===== src/hdl/mm2h_pkg.sv =====
// Package for the MurmurHash2 32-bit streaming hash block.
// Holds the mixing constants, the datapath opcodes and the command struct.
// No dependencies.
package mm2h_pkg;

  localparam logic [31:0] MUR_M = 32'h5bd1e995;
  localparam int unsigned SHIFT_K = 24;
  localparam int unsigned SHIFT_A1 = 13;
  localparam int unsigned SHIFT_A2 = 15;

  typedef enum logic [2:0] {
    OP_NONE,
    OP_LOAD,
    OP_K1,
    OP_K2,
    OP_HMIX,
    OP_TAIL,
    OP_AVAL
  } mm2h_op_e;

  typedef struct packed {
    mm2h_op_e op;
    logic     load_len;
    logic     mask_tail;
  } mm2h_cmd_t;

endpackage


===== src/hdl/murmur2_hash_32.sv =====
// Streaming 32-bit MurmurHash2 (seed zero), one little-endian word per beat.
// Each input beat is taken in an accept step of its own, then the steps run on a
// single shared 32x32 multiplier, one multiply per cycle: a non-last beat or
// a full last word runs accept, two k multiplies and the h multiply, a last
// beat with 1 to 3 bytes runs accept and the tail multiply, a last beat with
// no bytes only accept; a last beat adds an avalanche step, which waits while
// a previous hash still sits unread in the output register. Beats that arrive
// with no message open and no first flag are dropped in their accept cycle.
// Depends on mm2h_pkg, mm2h_ctrl, mm2h_dp.
module murmur2_hash_32 (
  input  logic        clk_i,
  input  logic        rst_ni,
  input  logic        in_valid_i,
  output logic        in_ready_o,
  input  logic [31:0] data_word_i,
  input  logic [2:0]  valid_bytes_i,
  input  logic        first_item_i,
  input  logic        last_item_i,
  input  logic [31:0] message_length_i,
  output logic        out_valid_o,
  input  logic        out_ready_i,
  output logic [31:0] hash_value_o
);
  import mm2h_pkg::*;

  mm2h_cmd_t cmd;

  mm2h_ctrl u_ctrl (
    .clk_i         (clk_i),
    .rst_ni        (rst_ni),
    .in_valid_i    (in_valid_i),
    .in_ready_o    (in_ready_o),
    .valid_bytes_i (valid_bytes_i),
    .first_item_i  (first_item_i),
    .last_item_i   (last_item_i),
    .out_valid_o   (out_valid_o),
    .out_ready_i   (out_ready_i),
    .cmd_o         (cmd)
  );

  mm2h_dp u_dp (
    .clk_i            (clk_i),
    .cmd_i            (cmd),
    .data_word_i      (data_word_i),
    .valid_bytes_i    (valid_bytes_i),
    .message_length_i (message_length_i),
    .hash_value_o     (hash_value_o)
  );

endmodule


===== src/hdl/mm2h_dp.sv =====
// Datapath of the MurmurHash2 block: word, k and hash registers around one
// shared 32x32 multiplier by the constant M. Depends on mm2h_pkg.
module mm2h_dp (
  input  logic              clk_i,
  input  mm2h_pkg::mm2h_cmd_t cmd_i,
  input  logic [31:0]       data_word_i,
  input  logic [2:0]        valid_bytes_i,
  input  logic [31:0]       message_length_i,
  output logic [31:0]       hash_value_o
);
  import mm2h_pkg::*;

  logic [31:0] w_q, k_q, h_q, hash_q;
  logic [31:0] mask, mul_a, prod, aval;

  always_comb begin
    unique case (valid_bytes_i[1:0])
      2'd1:    mask = 32'h0000_00ff;
      2'd2:    mask = 32'h0000_ffff;
      2'd3:    mask = 32'h00ff_ffff;
      default: mask = 32'hffff_ffff;
    endcase
  end

  always_comb begin
    unique case (cmd_i.op)
      OP_K2:   mul_a = k_q ^ (k_q >> SHIFT_K);
      OP_HMIX: mul_a = h_q;
      OP_TAIL: mul_a = h_q ^ w_q;
      OP_AVAL: mul_a = h_q ^ (h_q >> SHIFT_A1);
      default: mul_a = w_q;
    endcase
  end

  assign prod = mul_a * MUR_M;
  assign aval = prod ^ (prod >> SHIFT_A2);

  always_ff @(posedge clk_i) begin
    unique case (cmd_i.op)
      OP_LOAD: begin
        if (cmd_i.load_len) begin
          h_q <= message_length_i;
        end
        w_q <= cmd_i.mask_tail ? (data_word_i & mask) : data_word_i;
      end
      OP_K1, OP_K2: begin
        k_q <= prod;
      end
      OP_HMIX: begin
        h_q <= prod ^ k_q;
      end
      OP_TAIL: begin
        h_q <= prod;
      end
      OP_AVAL: begin
        h_q    <= aval;
        hash_q <= aval;
      end
      default: begin
      end
    endcase
  end

  assign hash_value_o = hash_q;

endmodule


===== src/hdl/mm2h_ctrl.sv =====
// Controller of the MurmurHash2 block: input handshake, message tracking,
// step sequencing and the output valid flag. Depends on mm2h_pkg.
module mm2h_ctrl (
  input  logic              clk_i,
  input  logic              rst_ni,
  input  logic              in_valid_i,
  output logic              in_ready_o,
  input  logic [2:0]        valid_bytes_i,
  input  logic              first_item_i,
  input  logic              last_item_i,
  output logic              out_valid_o,
  input  logic              out_ready_i,
  output mm2h_pkg::mm2h_cmd_t cmd_o
);
  import mm2h_pkg::*;

  localparam logic [2:0] ST_IDLE = 3'd0;
  localparam logic [2:0] ST_K1   = 3'd1;
  localparam logic [2:0] ST_K2   = 3'd2;
  localparam logic [2:0] ST_HMIX = 3'd3;
  localparam logic [2:0] ST_TAIL = 3'd4;
  localparam logic [2:0] ST_AVAL = 3'd5;

  logic [2:0] state_q, state_d;
  logic       in_msg_q, in_msg_d;
  logic       last_q, last_d;
  logic       out_valid_q, out_valid_d;
  logic       accept, full_word, tail_word;

  assign in_ready_o = (state_q == ST_IDLE);
  assign accept     = in_valid_i && in_ready_o;
  assign full_word  = valid_bytes_i[2];
  assign tail_word  = !valid_bytes_i[2] && (valid_bytes_i[1:0] != 2'd0);

  always_comb begin
    state_d     = state_q;
    in_msg_d    = in_msg_q;
    last_d      = last_q;
    out_valid_d = out_valid_q && !out_ready_i;
    cmd_o       = '{op: OP_NONE, load_len: 1'b0, mask_tail: 1'b0};
    unique case (state_q)
      ST_IDLE: begin
        if (accept && (first_item_i || in_msg_q)) begin
          cmd_o.op        = OP_LOAD;
          cmd_o.load_len  = first_item_i;
          cmd_o.mask_tail = last_item_i && tail_word;
          last_d          = last_item_i;
          in_msg_d        = !last_item_i;
          priority if (!last_item_i || full_word) begin
            state_d = ST_K1;
          end else if (tail_word) begin
            state_d = ST_TAIL;
          end else begin
            state_d = ST_AVAL;
          end
        end
      end
      ST_K1: begin
        cmd_o.op = OP_K1;
        state_d  = ST_K2;
      end
      ST_K2: begin
        cmd_o.op = OP_K2;
        state_d  = ST_HMIX;
      end
      ST_HMIX: begin
        cmd_o.op = OP_HMIX;
        state_d  = last_q ? ST_AVAL : ST_IDLE;
      end
      ST_TAIL: begin
        cmd_o.op = OP_TAIL;
        state_d  = ST_AVAL;
      end
      ST_AVAL: begin
        if (!out_valid_q || out_ready_i) begin
          cmd_o.op    = OP_AVAL;
          out_valid_d = 1'b1;
          state_d     = ST_IDLE;
        end
      end
      default: begin
        state_d = ST_IDLE;
      end
    endcase
  end

  always_ff @(posedge clk_i or negedge rst_ni) begin
    if (!rst_ni) begin
      state_q     <= ST_IDLE;
      in_msg_q    <= 1'b0;
      last_q      <= 1'b0;
      out_valid_q <= 1'b0;
    end else begin
      state_q     <= state_d;
      in_msg_q    <= in_msg_d;
      last_q      <= last_d;
      out_valid_q <= out_valid_d;
    end
  end

  assign out_valid_o = out_valid_q;

endmodule


===== config.mk =====
export PLATFORM = sky130hd
export DESIGN_NAME = murmur2_hash_32
export DESIGN_NICKNAME = d
export VERILOG_FILES = /design/src/hdl/mm2h_pkg.sv /design/src/hdl/murmur2_hash_32.sv /design/src/hdl/mm2h_dp.sv /design/src/hdl/mm2h_ctrl.sv
export SDC_FILE = /design/constraint.sdc
export NUM_CORES = 1
export LEC_CHECK = 0
export BUFFER_PORTS_ARGS = -buffer_cell sky130_fd_sc_hd__clkbuf_2
export CAP_MARGIN = 20
export CORE_ASPECT_RATIO = 1.4
export CORE_MARGIN = 5
export CORE_UTILIZATION = 63
export DETAILED_ROUTE_END_ITERATION = 8
export PLACE_DENSITY = 0.88
export SYNTH_ARGS = -nofsm -noshare
export SYNTH_HDL_FRONTEND = slang
export SYNTH_SLANG_ARGS = --single-unit

===== constraint.sdc =====
create_clock -name clk_i -period 12.7 [get_ports clk_i]
set_clock_uncertainty 0.15 [all_clocks]
set_input_delay 1.905 -clock clk_i [delete_from_list [all_inputs] [get_ports clk_i]]
set_output_delay 1.905 -clock clk_i [all_outputs]
set_load 0.1 [all_outputs]

==> reports/metrics.yaml <==
sta:
  tightest_slew_ns: 1.016
  finalSetupViolCount: 0
  rsz0062_at_grt: "false"
  tns_ns: 0
  fin_crit_sh: 0.8783
  slew_headroom: 0.3224
  finalMaxSlewViolations: 0
  period_needed_ns: 11.15
  finalHoldViolCount: 0
  fmax_ghz: 0.08965
clock_tree:
  cts_tree: "done"
  cts_made_buffers: 17
  root_buffer: "clkbuf_16"
  cts_hold_buffers: 0
  htree_levels: 4
  clock_tree.buffer_depth: 2
  clk_pin_slew_worst_paths_ns: 0.06
  cts_sinks: 134
  insertion_delay_ns: 0.44
  cts_resized: 0
  post_cts_buffers: 0
floorplanning:
  fp.dieArea_sq_mm: 0.02885
  core_area_sq_mm: 0.02530
  std_cell_rows: 69
  die_w_um: 145
  pin_count: 107
  die_h_um: 199.0
  initial_core_util: 0.6355
yosys:
  synth_ff_type: "edfxtp_1"
  syn_nets: 2046
  syn_area_per_cell_sq_um: 10.20
  syn_area_sq_mm: 0.01607
  synth_seq_area_share: 0.2485
  synth-edff-count: 128
  ys_ff_latch: 134
  yosysUniqueCellTypes: 77
  async_flop_share: 0.04478
  synthCells: 1576
  yosysWarnings: 0
routing:
  ant_nets: 0
  firstDrtPassIters: 8
  drt-total-wl_um: 47440
  drt_iter0_markers: 1287
  vias: 12560
  drc_errors: 0
  wl_per_cell_um: 23.48
  viasPerCell: 6.215
final_layout:
  final_common_cell: "inv_1"
  drive_above_1_share: 0.1099
  fin_nets: 2160
  area_growth_pct: 9.715
  layout_common_cells: "inv_1, ha_1, fa_1, edfxtp_1, clkbuf_2"
  antenna_cells: 0
worst_setup_path:
  crit_start: "out_ready_i"
  r2r-start: "u_ctrl.state_q[0]$_DFFE_PN0P_"
  crit_path_end_kind: "flop"
  worst_ep_required_time_ns: 12.82
  path_max_fanout: 9
  cp_slowest_cell: "nor3_1"
  crit_type: "in2reg"
  cpPeakStageDelay_ns: 0.76
  startpoint_type: "input port"
  arrival_ns: 11.27
global_route:
  grt_max_degree: 51
  grt_pass1_wl_um: 73620
  grt_pass1_vias: 13640
  grt_use_total: 0.3323
  grt_antenna_before_repair: 1
  grt.overflow.total: 0
placement:
  portBuffers: 106
  gp_congestion: 1.045
  hpwl_um: 38100
min_path:
  hp-start: "u_ctrl.in_msg_q$_DFFE_PN0P_"
  hp-class: "reg2reg"
run_status:
  status: "finished, final reports clean"
run:
  maxCapViolCount: 0
## per-layer routing
| metal | GRT usage | wire length, um | up-vias |
|---|---|---|---|
| li1 | - | - | 5407 |
| met3 | 0.06290 | 3774 | 306 |
| met4 | 0.2641 | 4638 | 2 |
| met2 | 0.5747 | 23170 | 804 |
| met1 | 0.3565 | 15850 | 6042 |
| met5 | 0 | 8 | - |
## through the flow
| stage | instances | hold slack (ns) | setup WS [ns] | area [sq um] | util |
|---|---|---|---|---|---|
| after floorplan | 1576 | 0.3396 | 2.742 | 16070 | - |
| after global placement | 1990 | 0.3607 | 1.567 | 17040 | 0.6734 |
| after detailed placement | 1990 | 0.3772 | 1.315 | 17040 | 0.6734 |
| after CTS | 2021 | 0.3900 | 1.757 | 17640 | 0.6972 |
| after global routing | 2021 | 0.4444 | 1.200 | 17640 | 0.6972 |
| final | 2021 | 0.3898 | 1.546 | 17640 | 0.6972 |
## layout make-up
class,instances,area [sq um]
tap,319,399.1
fill,1755,7660
multi-input combinational,995,10390
inverter,412,1546
sequential,134,3994
timing repair buffer,130,710.7
clock buffer,17,425.4
clock inverter,14,175.2
## synthesized netlist by cell type (all sizes together), types with 3 or more instances
cell / count / area share
o22ai: 12 / 0.0047
nand2: 70 / 0.016
o221ai: 7 / 0.0042
a221oi: 9 / 0.0049
nor2: 52 / 0.012
nor3: 5 / 0.0016
a22oi: 7 / 0.0033
a222oi: 8 / 0.0050
nand3b: 3 / 0.0014
o21a: 9 / 0.0042
inv: 412 / 0.096
fa: 179 / 0.22
buf: 10 / 0.0050
ha: 218 / 0.17
o21ai: 94 / 0.030
nand2b: 8 / 0.0031
xnor3: 4 / 0.0057
nor2b: 14 / 0.0054
a21o: 28 / 0.014
a221o: 14 / 0.0088
and2: 18 / 0.0070
edfxtp: 128 / 0.24
clkbuf: 25 / 0.0058
dfrtp: 6 / 0.0093
a211oi: 6 / 0.0031
o32ai: 4 / 0.0022
o211ai: 7 / 0.0039
xor2: 35 / 0.019
o2111ai: 4 / 0.0022
o211a: 3 / 0.0019
a21oi: 37 / 0.012
xnor2: 76 / 0.041
o311ai: 3 / 0.0016
a32oi: 11 / 0.0060
a31oi: 6 / 0.0033
nand3: 11 / 0.0045
## worst max-delay path: cells and delay by family
family	cells	cell delay [ns]
adder cells (fa/ha/maj)	9	3.46
AO/OA/AOI/OAI	8	2.83
AND/OR/NAND/NOR	6	1.47
XOR/XNOR	3	0.88
buffers and inverters	6	0.72
## worst paths after layout
check | end | slack (ns) | cells past startpoint
setup / recovery | u_dp.h_q[16]$_DFFE_PP_ | 1.55 | 32
hold / removal | u_ctrl.in_msg_q$_DFFE_PN0P_ | 0.39 | 2
setup reg to reg | u_dp.h_q[16]$_DFFE_PP_ | 2.10 | 32
hold reg to reg | u_ctrl.in_msg_q$_DFFE_PN0P_ | 0.39 | 2
max in group asynchronous | u_ctrl.last_q$_DFFE_PN0P_ | 11.10 | 1
min in group asynchronous | u_ctrl.out_valid_o$_DFF_PN0_ | 1.14 | 1
## sequential cells by signal, summed over array words and instances, names as in the netlist
signal              flops
u_dp.h_q               32
u_dp.hash_value_o      32
u_dp.k_q               32
u_dp.w_q               32
u_ctrl.state_q          3
u_ctrl.in_msg_q         1
u_ctrl.last_q           1
u_ctrl.out_valid_o      1
## kinds of logic after synthesis
kind of cell             count (synthesis)  share of synthesized area
AO/OA/AOI/OAI                          284                     0.1230
XOR/XNOR                               117                    0.06912
adder cells (fa/ha/maj)                397                     0.3926
buffers and inverters                  447                     0.1070
flip-flops                             134                     0.2485
multiplexers                             3                   0.001946
AND/OR/NAND/NOR                        194                    0.05784
Power is not shown: default switching activity piles up to over one toggle a cycle in this logic, so the estimate is an artifact.
